## config.mk

```make
export PLATFORM = sky130hd
export DESIGN_NAME = bounded_deque_with_key_insert_remove
export DESIGN_NICKNAME = d
export VERILOG_FILES = /design/src/hw/rtl/bdq_pkg.sv /design/src/hw/rtl/bdq_cell.sv /design/src/hw/rtl/bounded_deque_with_key_insert_remove.sv
export SDC_FILE = /design/constraint.sdc
export NUM_CORES = 1
export LEC_CHECK = 0
export BUFFER_PORTS_ARGS = -buffer_cell sky130_fd_sc_hd__buf_2
export CELL_PAD_IN_SITES_DETAIL_PLACEMENT = 0
export CELL_PAD_IN_SITES_GLOBAL_PLACEMENT = 1
export CORE_MARGIN = 1
export CORE_UTILIZATION = 35
export CTS_BUF_LIST = sky130_fd_sc_hd__clkbuf_8 sky130_fd_sc_hd__clkbuf_16
export CTS_CLUSTER_SIZE = 14
export DETAILED_ROUTE_END_ITERATION = 12
export PLACE_DENSITY_LB_ADDON = 0.1
export SLEW_MARGIN = 25
export SYNTH_ARGS = -nofsm -noshare
export SYNTH_HDL_FRONTEND = slang
export SYNTH_SLANG_ARGS = --single-unit
```

## constraint.sdc

```tcl
create_clock -name i_clk -period 5.4 [get_ports i_clk]
set_input_delay 0.27 -clock i_clk [delete_from_list [all_inputs] [get_ports i_clk]]
set_output_delay 0.27 -clock i_clk [all_outputs]
set_load 0.01 [all_outputs]
```

## src/hw/rtl/bdq_pkg.sv

```systemverilog
// types, codes and defaults shared by the bounded deque cell row and its control
package bdq_pkg;

    localparam int MAX_SLOTS = 8;
    localparam int WORD_BITS = 32;

    localparam logic [3:0] LIMIT_RESET = 4'd3;

    typedef enum logic [2:0] {
        CMD_PUSH_HEAD    = 3'd0,
        CMD_PUSH_TAIL    = 3'd1,
        CMD_INSERT_AFTER = 3'd2,
        CMD_POP_HEAD     = 3'd3,
        CMD_POP_TAIL     = 3'd4,
        CMD_REMOVE_AFTER = 3'd5
    } t_cmd;

    typedef enum logic [2:0] {
        ST_OK     = 3'd0,
        ST_FULL   = 3'd1,
        ST_EMPTY  = 3'd2,
        ST_NOKEY  = 3'd3,
        ST_NOSUCC = 3'd4
    } t_status;

    // where the gap opens or closes in the row
    typedef enum logic [1:0] {
        POS_ZERO  = 2'd0,
        POS_COUNT = 2'd1,
        POS_LAST  = 2'd2,
        POS_AFTER = 2'd3
    } t_pos_sel;

    typedef struct packed {
        logic [2:0]  command;
        logic [31:0] match_key;
        logic [31:0] new_word;
    } t_in_item;

    typedef struct packed {
        logic [2:0]  status;
        logic [31:0] removed_word;
        logic [3:0]  entry_count;
        logic [3:0]  space_left;
    } t_out_item;

    // action applied to the whole row this cycle
    typedef struct packed {
        logic ins;
        logic rem;
    } t_act;

    // flags handed from a cell to its right neighbor
    typedef struct packed {
        logic seen;  // key matched at or left of this cell
        logic ge;    // this cell is at or right of the gap position
        logic succ;  // a held cell follows the first match
    } t_link;

endpackage

```

## src/hw/rtl/bdq_cell.sv

```systemverilog
// one slot of the deque: holds a word, compares it and shifts with its neighbors
module bdq_cell #(
    parameter int WORD_BITS = bdq_pkg::WORD_BITS,
    parameter int CW        = 4,
    parameter int IDX       = 0
) (
    input  logic                 i_clk,
    input  bdq_pkg::t_pos_sel    i_pos,
    input  bdq_pkg::t_act        i_act,
    input  logic [CW-1:0]        i_count,
    input  logic [WORD_BITS-1:0] i_key,
    input  logic [WORD_BITS-1:0] i_new_word,
    input  logic [WORD_BITS-1:0] i_left_word,
    input  logic [WORD_BITS-1:0] i_right_word,
    input  bdq_pkg::t_link       i_link,
    input  logic [WORD_BITS-1:0] i_rem_word,
    output bdq_pkg::t_link       o_link,
    output logic [WORD_BITS-1:0] o_rem_word,
    output logic [WORD_BITS-1:0] o_word
);

    logic [WORD_BITS-1:0] r_word;
    logic [WORD_BITS-1:0] n_word;
    logic                 w_valid;
    logic                 w_eq;
    logic                 w_ge;
    logic                 w_is_pos;

    assign w_valid = CW'(IDX) < i_count;
    assign w_eq    = w_valid && (r_word == i_key);

    always_comb begin
        case (i_pos)
            bdq_pkg::POS_ZERO:  w_ge = 1'b1;
            bdq_pkg::POS_COUNT: w_ge = CW'(IDX) >= i_count;
            bdq_pkg::POS_LAST:  w_ge = CW'(IDX + 1) >= i_count;
            bdq_pkg::POS_AFTER: w_ge = i_link.seen;
            default:            w_ge = 1'b0;
        endcase
    end

    assign w_is_pos = w_ge && !i_link.ge;

    assign o_link.seen = i_link.seen | w_eq;
    assign o_link.ge   = w_ge;
    assign o_link.succ = i_link.succ | (i_link.seen & w_valid);
    assign o_rem_word  = i_rem_word | (w_is_pos ? r_word : '0);
    assign o_word      = r_word;

    always_comb begin
        n_word = r_word;
        if (i_act.ins && w_ge) begin
            n_word = w_is_pos ? i_new_word : i_left_word;
        end else if (i_act.rem && w_ge) begin
            n_word = i_right_word;
        end
    end

    always_ff @(posedge i_clk) begin
        r_word <= n_word;
    end

endmodule

```

## src/hw/rtl/bounded_deque_with_key_insert_remove.sv

```systemverilog
// bounded deque with key search, insert after match and remove after match
//
//  channel   ports                     direction  handshake
//  command   start, busy, i_cmd        in         taken when start & !busy
//  result    o_done, o_result          out        one-cycle strobe, no stall
//  config    i_cfg_we, i_cfg_wdata     in         capacity limit written on we
//
// the accept edge latches a command, and the edge that ends the execute state runs one
// compare-and-shift pass along the row of slot cells and registers the result
// the result strobe sits in the cycle after that, when busy is already low, so
// a new command can be taken at the same edge that takes the result
// synchronous active-low reset clears the count, the limit (to 3) and control;
// slot words are not reset and only held slots are ever read
// the receiver cannot stall, so nothing holds the result back
module bounded_deque_with_key_insert_remove #(
    parameter int MAX_SLOTS = bdq_pkg::MAX_SLOTS,
    parameter int WORD_BITS = bdq_pkg::WORD_BITS
) (
    input  logic               i_clk,
    input  logic               i_rst_n,
    input  logic               start,
    output logic               busy,
    input  bdq_pkg::t_in_item  i_cmd,
    output logic               o_done,
    output bdq_pkg::t_out_item o_result,
    input  logic               i_cfg_we,
    input  logic [3:0]         i_cfg_wdata
);

    // count width holds 0..MAX_SLOTS; compare width also covers the 4-bit limit
    localparam int CW = $clog2(MAX_SLOTS + 1);
    localparam int EW = (CW > 4) ? CW : 4;

    typedef enum logic [1:0] {
        S_IDLE = 2'b01,
        S_EXEC = 2'b10
    } t_state;

    t_state              r_state, n_state;
    bdq_pkg::t_in_item   r_cmd;
    logic [CW-1:0]       r_count, n_count;
    logic [3:0]          r_limit;
    bdq_pkg::t_out_item  r_out, n_out;
    logic                r_done;

    logic                w_accept;
    logic                w_exec;
    logic [WORD_BITS-1:0] w_key, w_new_word;
    logic [EW-1:0]       w_lim, w_cnt_next_e;
    logic                w_full, w_empty;
    bdq_pkg::t_pos_sel   w_pos;
    bdq_pkg::t_act       w_act;
    bdq_pkg::t_status    w_status;

    bdq_pkg::t_link       w_link [MAX_SLOTS+1];
    logic [WORD_BITS-1:0] w_rem  [MAX_SLOTS+1];
    logic [WORD_BITS-1:0] w_word [MAX_SLOTS];

    assign w_accept = start && !busy;
    assign w_exec   = (r_state == S_EXEC);
    assign busy     = w_exec;

    // input words are cut or zero-extended to the slot width
    assign w_key      = WORD_BITS'(r_cmd.match_key);
    assign w_new_word = WORD_BITS'(r_cmd.new_word);

    // effective limit is the smaller of the register and the row length
    assign w_lim   = (EW'(r_limit) < EW'(MAX_SLOTS)) ? EW'(r_limit) : EW'(MAX_SLOTS);
    assign w_full  = EW'(r_count) >= w_lim;
    assign w_empty = (r_count == '0);

    // gap position for each command
    always_comb begin
        case (bdq_pkg::t_cmd'(r_cmd.command))
            bdq_pkg::CMD_PUSH_HEAD:    w_pos = bdq_pkg::POS_ZERO;
            bdq_pkg::CMD_PUSH_TAIL:    w_pos = bdq_pkg::POS_COUNT;
            bdq_pkg::CMD_INSERT_AFTER: w_pos = bdq_pkg::POS_AFTER;
            bdq_pkg::CMD_POP_HEAD:     w_pos = bdq_pkg::POS_ZERO;
            bdq_pkg::CMD_POP_TAIL:     w_pos = bdq_pkg::POS_LAST;
            bdq_pkg::CMD_REMOVE_AFTER: w_pos = bdq_pkg::POS_AFTER;
            default:                   w_pos = bdq_pkg::POS_ZERO;
        endcase
    end

    // row of slot cells, flags and the removed word ripple head to tail
    assign w_link[0] = '0;
    assign w_rem[0]  = '0;

    for (genvar g = 0; g < MAX_SLOTS; g++) begin : g_cell
        logic [WORD_BITS-1:0] w_left, w_right;
        if (g == 0) begin : g_head
            assign w_left = w_new_word;
        end else begin : g_mid
            assign w_left = w_word[g-1];
        end
        if (g == MAX_SLOTS - 1) begin : g_tail
            assign w_right = w_word[g];
        end else begin : g_body
            assign w_right = w_word[g+1];
        end

        bdq_cell #(
            .WORD_BITS (WORD_BITS),
            .CW        (CW),
            .IDX       (g)
        ) u_cell (
            .i_clk        (i_clk),
            .i_pos        (w_pos),
            .i_act        (w_act),
            .i_count      (r_count),
            .i_key        (w_key),
            .i_new_word   (w_new_word),
            .i_left_word  (w_left),
            .i_right_word (w_right),
            .i_link       (w_link[g]),
            .i_rem_word   (w_rem[g]),
            .o_link       (w_link[g+1]),
            .o_rem_word   (w_rem[g+1]),
            .o_word       (w_word[g])
        );
    end

    // status and row action from the count and the ripple results
    always_comb begin
        w_status = bdq_pkg::ST_OK;
        w_act    = '0;
        case (bdq_pkg::t_cmd'(r_cmd.command))
            bdq_pkg::CMD_PUSH_HEAD, bdq_pkg::CMD_PUSH_TAIL: begin
                if (w_full) w_status = bdq_pkg::ST_FULL;
                else        w_act.ins = 1'b1;
            end
            bdq_pkg::CMD_INSERT_AFTER: begin
                if (w_full)                       w_status = bdq_pkg::ST_FULL;
                else if (w_empty)                 w_status = bdq_pkg::ST_EMPTY;
                else if (!w_link[MAX_SLOTS].seen) w_status = bdq_pkg::ST_NOKEY;
                else                              w_act.ins = 1'b1;
            end
            bdq_pkg::CMD_POP_HEAD, bdq_pkg::CMD_POP_TAIL: begin
                if (w_empty) w_status = bdq_pkg::ST_EMPTY;
                else         w_act.rem = 1'b1;
            end
            bdq_pkg::CMD_REMOVE_AFTER: begin
                if (w_empty)                      w_status = bdq_pkg::ST_EMPTY;
                else if (!w_link[MAX_SLOTS].seen) w_status = bdq_pkg::ST_NOKEY;
                else if (!w_link[MAX_SLOTS].succ) w_status = bdq_pkg::ST_NOSUCC;
                else                              w_act.rem = 1'b1;
            end
            default: begin
                w_status = bdq_pkg::ST_OK;
            end
        endcase
        // the row only moves in the execute cycle
        if (!w_exec) w_act = '0;
    end

    always_comb begin
        n_count = r_count;
        if (w_act.ins)      n_count = r_count + CW'(1);
        else if (w_act.rem) n_count = r_count - CW'(1);
    end

    assign w_cnt_next_e = EW'(n_count);

    always_comb begin
        n_out.status       = w_status;
        n_out.removed_word = w_act.rem ? 32'(w_rem[MAX_SLOTS]) : 32'd0;
        n_out.entry_count  = 4'(n_count);
        n_out.space_left   = (w_cnt_next_e < w_lim) ? 4'(w_lim - w_cnt_next_e) : 4'd0;
    end

    always_comb begin
        n_state = r_state;
        case (r_state)
            S_IDLE:  if (w_accept) n_state = S_EXEC;
            S_EXEC:  n_state = S_IDLE;
            default: n_state = S_IDLE;
        endcase
    end

    always_ff @(posedge i_clk) begin
        if (!i_rst_n) begin
            r_state <= S_IDLE;
            r_count <= '0;
            r_limit <= bdq_pkg::LIMIT_RESET;
            r_done  <= 1'b0;
        end else begin
            r_state <= n_state;
            r_count <= n_count;
            r_done  <= w_exec;
            if (i_cfg_we) r_limit <= i_cfg_wdata;
        end
    end

    // payload registers, no reset
    always_ff @(posedge i_clk) begin
        if (w_accept) r_cmd <= i_cmd;
        if (w_exec)   r_out <= n_out;
    end

    assign o_done   = r_done;
    assign o_result = r_out;

    // an accepted command is in execute on the next cycle
    a_accept_exec: assert property (@(posedge i_clk) disable iff (!i_rst_n)
        w_accept |=> w_exec)
        else $error("accepted command did not enter execute");

    // every execute cycle yields exactly one result strobe
    a_exec_done: assert property (@(posedge i_clk) disable iff (!i_rst_n)
        w_exec |=> o_done)
        else $error("execute cycle without result strobe");

    // the result strobe only follows an execute cycle
    a_done_src: assert property (@(posedge i_clk) disable iff (!i_rst_n)
        o_done |-> $past(w_exec))
        else $error("result strobe without execute");

    // the count never goes beyond the row
    a_count_bound: assert property (@(posedge i_clk) disable iff (!i_rst_n)
        r_count <= CW'(MAX_SLOTS))
        else $error("entry count beyond slot row");

    // the row never inserts and removes together
    a_act_excl: assert property (@(posedge i_clk) disable iff (!i_rst_n)
        !(w_act.ins && w_act.rem))
        else $error("insert and remove in the same pass");

endmodule

```

# Yosys cells after proc, flatten, opt, wreduce, memory -nomap -nowiden
# Cells that the tools add are included.
[totals] register_bits=377 input_bits=75 out_inout_bits=45 elab_cells=201
[op_classes] add_sub_neg=3 order_cmp=20 n_eq_ne=18 mux=61 bitwise_logic=27 reduce_logical=53
[op_table] op="$mux W32" n=29
[op_table] op="$eq A32 B32 Y1" n=8
[op_table] op="$or A32 B32 Y32" n=7
[op_table] op="$pmux W1 S4" n=8
[op_table] op="$logic_and A1 B1 Y1" n=31
[op_table] op="$ge A3 B4 Y1 const A" n=4
[op_table] op="$lt A3 B4 Y1 const A" n=4
[op_table] op="$reduce_bool A2 Y1" n=7
[op_table] op="$or A1 B1 Y1" n=13
[op_table] op="$mux W4" n=3
[op_table] op="$pmux W3 S4" n=1
[op_table] op="$mux W2" n=5
[op_table] op="$mux W1" n=9
[op_table] op="$mux W3" n=3
[op_table] op="$ge A1 B4 Y1 const A" n=2
[op_table] op="$ge A2 B4 Y1 const A" n=2
[op_table] op="$logic_not A1 Y1" n=8
[op_table] op="$lt A1 B4 Y1 const A" n=2
[op_table] op="$lt A2 B4 Y1 const A" n=2
[op_table] op="$and A1 B1 Y1" n=7
[op_table] op="$eq A2 B2 Y1 const B" n=3
[op_table] op="$eq A3 B2 Y1 const B" n=2
[op_table] op="$eq A3 B3 Y1 const B" n=2
[op_table] op="$pmux W2 S3" n=1
[op_table] op="15 further kinds" n=19

# Logic depth before layout (Yosys ltp)
[logic_depth] depth_word=18 ltp_mapped=20

# Hierarchy
# Synthesis repeated with hierarchy kept, for this count alone.
[unflattened] hier_cells=1984 area_unflattened_um2=24290.8
[modules_own_cells] mod="bounded_deque_with_key_insert_remove" n_inst=1 cells_each=276 area_per_inst_um2=4583.1
[modules_own_cells] mod="bdq_cell (g_cell[6].u_cell)" n_inst=1 cells_each=193 area_per_inst_um2=2596.2
[modules_own_cells] mod="bdq_cell (g_cell[4].u_cell)" n_inst=1 cells_each=195 area_per_inst_um2=2572.5
[modules_own_cells] mod="bdq_cell (g_cell[1].u_cell)" n_inst=1 cells_each=193 area_per_inst_um2=2478.6
[modules_own_cells] mod="bdq_cell (g_cell[3].u_cell)" n_inst=1 cells_each=195 area_per_inst_um2=2451.1
[modules_own_cells] mod="bdq_cell (g_cell[0].u_cell)" n_inst=1 cells_each=234 area_per_inst_um2=2436.1
[modules_own_cells] mod="bdq_cell (g_cell[2].u_cell)" n_inst=1 cells_each=235 area_per_inst_um2=2411.1
[modules_own_cells] mod="bdq_cell (g_cell[5].u_cell)" n_inst=1 cells_each=234 area_per_inst_um2=2396.0
[modules_own_cells] mod="bdq_cell (g_cell[7].u_cell)" n_inst=1 cells_each=229 area_per_inst_um2=2366.0

# Least setup slack after synthesis
# Ideal clock, no wire load.
[synth_path] path_type="register to register" start="reg r_count[0]" end="reg g_cell[4].u_cell.r_word[0], enable pin" setup_time_ns=0.461 arrival_ns=5.153 t_required_ns=4.939 path_slack_ns=-0.214 path_stages_with_launch=14 n_path_buf=1 period_less_slack_ns=5.614 cell_sequence="dfxtp_1 -> inv_1 -> ha_1 -> inv_2 -> a21oi_1 -> or4_1 -> nor4_1 -> a311oi_2 -> nand4_2 -> and3_1 -> o221ai_2 -> and2_1 -> buf_2 -> nor3_1"
[synth_between] elab_chain_cells=17 word_cells_on_any_way=55 classes_between="order compare: 11; mux: 12; bitwise: 20; reduce/logical: 12"
[synth_lines] item="from (decl)" line="bounded_deque_with_key_insert_remove.sv:41" rtl="logic [CW-1:0] r_count, n_count;"
[synth_lines] item="from (signal assigned)" line="bounded_deque_with_key_insert_remove.sv:188" rtl="r_count <= n_count;"
[synth_lines] item="$lt A1 B4 Y1" line="bdq_cell.sv:29" rtl="assign w_valid = CW'(IDX) < i_count;"
[synth_lines] item="$logic_and A1 B1 Y1" line="bdq_cell.sv:30" rtl="assign w_eq = w_valid && (r_word == i_key);"
[synth_lines] item="$or A1 B1 Y1" line="bdq_cell.sv:44" rtl="assign o_link.seen = i_link.seen | w_eq;"
[synth_lines] item="$and A1 B1 Y1 / $or A1 B1 Y1 (equally long branches)" line="bdq_cell.sv:46, bdq_cell.sv:44"
[synth_lines] item="$or A1 B1 Y1 (tied with other cells) (4 in a row)" line="bdq_cell.sv:46" rtl="assign o_link.succ = i_link.succ | (i_link.seen & w_valid);"
[synth_lines] item="$or A1 B1 Y1 / $and A1 B1 Y1 (equally long branches)" line="bdq_cell.sv:46"
[synth_lines] item="$or A1 B1 Y1" line="bdq_cell.sv:46"
[synth_lines] item="$mux W1" line="bounded_deque_with_key_insert_remove.sv:145" rtl="else if (!w_link[MAX_SLOTS].succ) w_status = bdq_pkg::ST_NOSUCC;"
[synth_lines] item="$mux W1" line="bounded_deque_with_key_insert_remove.sv:144" rtl="else if (!w_link[MAX_SLOTS].seen) w_status = bdq_pkg::ST_NOKEY;"
[synth_lines] item="$mux W1" line="bounded_deque_with_key_insert_remove.sv:143" rtl="if (w_empty) w_status = bdq_pkg::ST_EMPTY;"
[synth_lines] item="$pmux W1 S2" line="bounded_deque_with_key_insert_remove.sv:127" rtl="case (bdq_pkg::t_cmd'(r_cmd.command))"
[synth_lines] item="$mux W2" line="bounded_deque_with_key_insert_remove.sv:153" rtl="if (!w_exec) w_act = '0;"
[synth_lines] item="$logic_and A1 B1 Y1" line="bdq_cell.sv:54" rtl="end else if (i_act.rem && w_ge) begin"
[synth_lines] item="$reduce_bool A2 Y1 (no line) (*)"
[synth_lines] item="to (signal assigned)" line="bdq_cell.sv:60" rtl="r_word <= n_word;"
[synth_lines] item="to (decl)" line="bdq_cell.sv:22" rtl="logic [WORD_BITS-1:0] r_word;"
# Every way passes the cells marked *; elsewhere a longest branch is shown, timed or not.
# A chain may end at the register's enable or synchronous reset.

# Worst setup path after layout
[layout_path] start="reg r_count[1]" end="reg r_out (netlist bit o_result[3]) (data pin)"
[layout_between] elab_chain_cells=18 word_cells_on_any_way=55 classes_between="add/sub: 3; order compare: 10; mux: 13; bitwise: 20; reduce/logical: 9"
[layout_lines] item="$lt A1 B4 Y1" line="bdq_cell.sv:29"
[layout_lines] item="$logic_and A1 B1 Y1" line="bdq_cell.sv:30"
[layout_lines] item="$or A1 B1 Y1" line="bdq_cell.sv:44"
[layout_lines] item="$and A1 B1 Y1 / $or A1 B1 Y1 (equally long branches)" line="bdq_cell.sv:46, bdq_cell.sv:44"
[layout_lines] item="$or A1 B1 Y1 (tied with other cells) (4 in a row)" line="bdq_cell.sv:46"
[layout_lines] item="$or A1 B1 Y1 / $and A1 B1 Y1 (equally long branches)" line="bdq_cell.sv:46"
[layout_lines] item="$or A1 B1 Y1" line="bdq_cell.sv:46"
[layout_lines] item="$mux W1" line="bounded_deque_with_key_insert_remove.sv:145"
[layout_lines] item="$mux W1" line="bounded_deque_with_key_insert_remove.sv:144"
[layout_lines] item="$mux W1" line="bounded_deque_with_key_insert_remove.sv:143"
[layout_lines] item="$pmux W1 S2" line="bounded_deque_with_key_insert_remove.sv:127"
[layout_lines] item="$mux W2 (*)" line="bounded_deque_with_key_insert_remove.sv:153"
[layout_lines] item="$mux W4" line="bounded_deque_with_key_insert_remove.sv:159" rtl="else if (w_act.rem) n_count = r_count - CW'(1);"
[layout_lines] item="$mux W4 (*)" line="bounded_deque_with_key_insert_remove.sv:158" rtl="if (w_act.ins) n_count = r_count + CW'(1);"
[layout_lines] item="named net n_count[0]" line="bounded_deque_with_key_insert_remove.sv:41"
[layout_lines] item="$sub A4 B4 Y4 / $lt A4 B4 Y1 (equally long branches)" line="bounded_deque_with_key_insert_remove.sv:168" rtl="n_out.space_left = (w_cnt_next_e < w_lim) ? 4'(w_lim - w_cnt_next_e) : 4'd0;"
[layout_lines] item="to (signal assigned)" line="bounded_deque_with_key_insert_remove.sv:197" rtl="if (w_exec) r_out <= n_out;"
[layout_lines] item="to (decl)" line="bounded_deque_with_key_insert_remove.sv:43" rtl="bdq_pkg::t_out_item r_out, n_out;"
# Mark *: on every way through the listed nets, which the timed path passes. The rest lies on a longest branch.

==> results.yml <==
status:
  status: "finished clean"
cts:
  cts_inserted_buffers: 47
  clk_pin_slew_worst_paths_ps: 60
  clock-sinks: 377
  cts_setup_buffers: 0
  cts_buffer_depth: 3
  root_buffer: "clkbuf_16"
  cts_tree: "yes"
  clk_latency_ps: 600
  h-tree-depth: 2
placement:
  port_buffers: 119
  post-place-ws_ps: 204
  dp_hpwl_mm: 62.7
  place_congestion: 1.03
  dp_cells: 2852
floorplan:
  die_h_um: 255
  ios: 120
  core_area_um2: 63200
  row_count: 92
  die_area_um2: 65000
  start_util_pct: 35.5
  die-width_um: 255
synth:
  synth_top_cell_area_share_pct: 49.1
  synth_edf_count: 366
  yosys.area.top_type: "edfxtp_1"
  async_flop_share_pct: 0
  syn_avg_cell_area_um2: 11.5
  synth_flop_cell: "edfxtp_1"
  synthCells: 1941
  ys.warnings.count: 0
  synthesis.nets: 2030
  synthTopCellsByCount: "edfxtp_1, mux2i_1, nor2_1"
  ys_seq_area_share_pct: 50.0
  synth-seq-cells: 377
  synth_cell_types: 72
  synth_area_leaders: "edfxtp_1, mux2i_1, xor2_1"
  synth.most_common_cell: "edfxtp_1"
  netlist_area_um2: 22400
critical_path:
  slowest_stage: "or4_1"
  path_cells: "inv_1, ha_1, inv_2, a21oi_1, or4_1, nor4_2, a311oi_2, nand2_1, o22a_2, o221ai_4, and2_1, xnor2_1, ha_1, inv_1, fa_1, a21o_1, a21oi_1, a41o_1, nor2_1"
  worst_ep_required_time_ps: 5740
  path_max_fanout: 9
  worstSetupPathType: "flip-flop to flip-flop"
  path_buf_inv: 3
  critPathCaptureType: "flip-flop"
  slowest_delay_ps: 600
  critical-path-top-delay-family: "simple AND/OR/NAND/NOR gates"
  worstPathArrival_ps: 5430
  cp-start-kind: "flip-flop"
power_and_ir_drop:
  p_sw_share_pct: 26.4
  ir_worst_vdd_v: 0.000235
  p_int_w: 0.00516
  cellPowerDensity_nw_per_um2: 265
  p_clk_share_pct: 42.0
  pwr-share-seq_pct: 47.5
  combPwrFrac_pct: 10.5
  power_leakage_nw: 9.30
  power_switching_w: 0.00185
detailed_routing:
  top_layer_used: "met4"
  detail-route-antenna-nets: 0
  drtIter0Drc: 1789
  wl_met2_mm: 42.0
  dr.pass1.iters: 5
  routed_wl_mm: 92.2
  vias: 17195
  m1WireLength_mm: 41.3
  wire_per_inst_um: 30.6
  drc_errors: 0
  viasPerCell: 5.71
  dr_wl_met3_mm: 5.54
global_routing:
  grt_pass1_wl_mm: 130
  grt_max_degree: 65
  grt_pass1_vias: 16447
  grt.total_usage_pct: 28.4
  overflow: 0
  antenna_found_initial: 0
sta:
  max_slew_margin_pct: 36.3
  tightest_slew_ps: 946
  finalSetupViolations: 0
  hold_viol: 0
  worst_clock_skew_ps: 21.4
  period_share_pct: 94.3
  report.final.slew_viol_count: 0
  min_period_ps: 5090
  fmaxAchievable_mhz: 196
  holdWs_ps: 43.3
  rsz0062_at_grt: "false"
  setup_slack_ps: 310
final_layout:
  stdcell_count: 3014
  multiInputGateArea_um2: 10400
  nNetsFinal: 2222
  drive_gt1_share_pct: 18.9
  nFillCells: 6070
  syn2layout_area_growth_pct: 17.8
  regArea_um2: 11200
  antenna_cells: 0
worst_hold_path:
  min_path_type: "input pin to flip-flop"
job:
  max_cap_viol_count: 0
routing by layer:
layer / vias to the layer above / global-route usage, %
li1: 7630 / -
met1: 8708 / 40.0
met2: 702 / 44.6
met3: 155 / 3.97
met4: 0 / 9.73
met5: - / 0
sequential cells by signal (all words and copies together), names as in the netlist:
register	count
o_result	43
g_cell.u_cell.o_word	256
r_limit	4
r_cmd	3
r_state	2
o_done	1
w_key	32
g_cell.w_left	32
r_count	4
power groups by stage:
stage          sequential (W)  clock, W  combinational, W
2_1_floorplan         0.00332         0          0.000457
3_3_place_gp          0.00339         0          0.000686
3_5_place_dp          0.00339         0          0.000683
4_1_cts               0.00333   0.00302          0.000732
5_1_grt               0.00333   0.00312          0.000766
6_report              0.00333   0.00294          0.000737
layout by cell type, fill, tap and decap left out, types with 64 or more instances in the layout:
cell type,n
a21oi_1,149
a22oi_1,64
buf_2,119
buf_4,69
dlygate4sd3_1,78
edfxtp_1,366
mux2_2,64
mux2i_1,229
nand2_1,96
nor2_1,190
xnor2_1,109
xor2_1,150
final timing paths:
kind,start,to,cells after the start,slack (ps)
max,r_count[1],o_result[3],19,310
min,i_cfg_we,r_limit[3],3,40
max reg2reg,r_count[1],o_result[3],19,310
min reg2reg,r_state[0],r_state[1],1,530
layout make-up:
cell class / instances / area share [%]
flip-flops and latches: 377 / 42.5
multi-input cells: 1404 / 39.5
repair buffers: 283 / 8.46
clock buffers: 47 / 4.45
well taps: 846 / 4.01
clock inverters: 37 / 0.810
inverters: 20 / 0.284
cells by family after synthesis:
| kind of cell | Yosys count | synth area share, % |
|---|---|---|
| AND/OR/NAND/NOR | 449 | 9.63 |
| AO/OA/AOI/OAI | 388 | 11.9 |
| flip-flops | 377 | 50.0 |
| multiplexers | 294 | 13.5 |
| XOR/XNOR | 259 | 10.1 |
| buffers and inverters | 160 | 4.00 |
| adder cells (fa/ha/maj) | 14 | 0.815 |
through the flow:
stage | area, um^2 | TNS (ps) | total power [W] | utilization, %
finish | 26400 | 0 | 0.00701 | 41.8
global placement | 24200 | 0 | 0.00407 | 38.3
floorplan | 22400 | -13630 | 0.00378 | -
global route | 26400 | 0 | 0.00722 | 41.8
CTS | 26400 | 0 | 0.00707 | 41.8
detailed placement | 24200 | 0 | 0.00407 | 38.3
timing repair:
| action | in CTS | in global routing |
|---|---|---|
| setup endpoints to repair | 0 | 4 |
| hold buffers | 78 | 0 |
| hold endpoints to repair | 73 | 0 |
| resized for setup | 0 | 1 |
tightest hold or removal path: stages:
cell	delay [ps]
buf_2	140
mux2i_1	90
nor2_1	90
No activity file was read; power rests on OpenSTA's default activity.
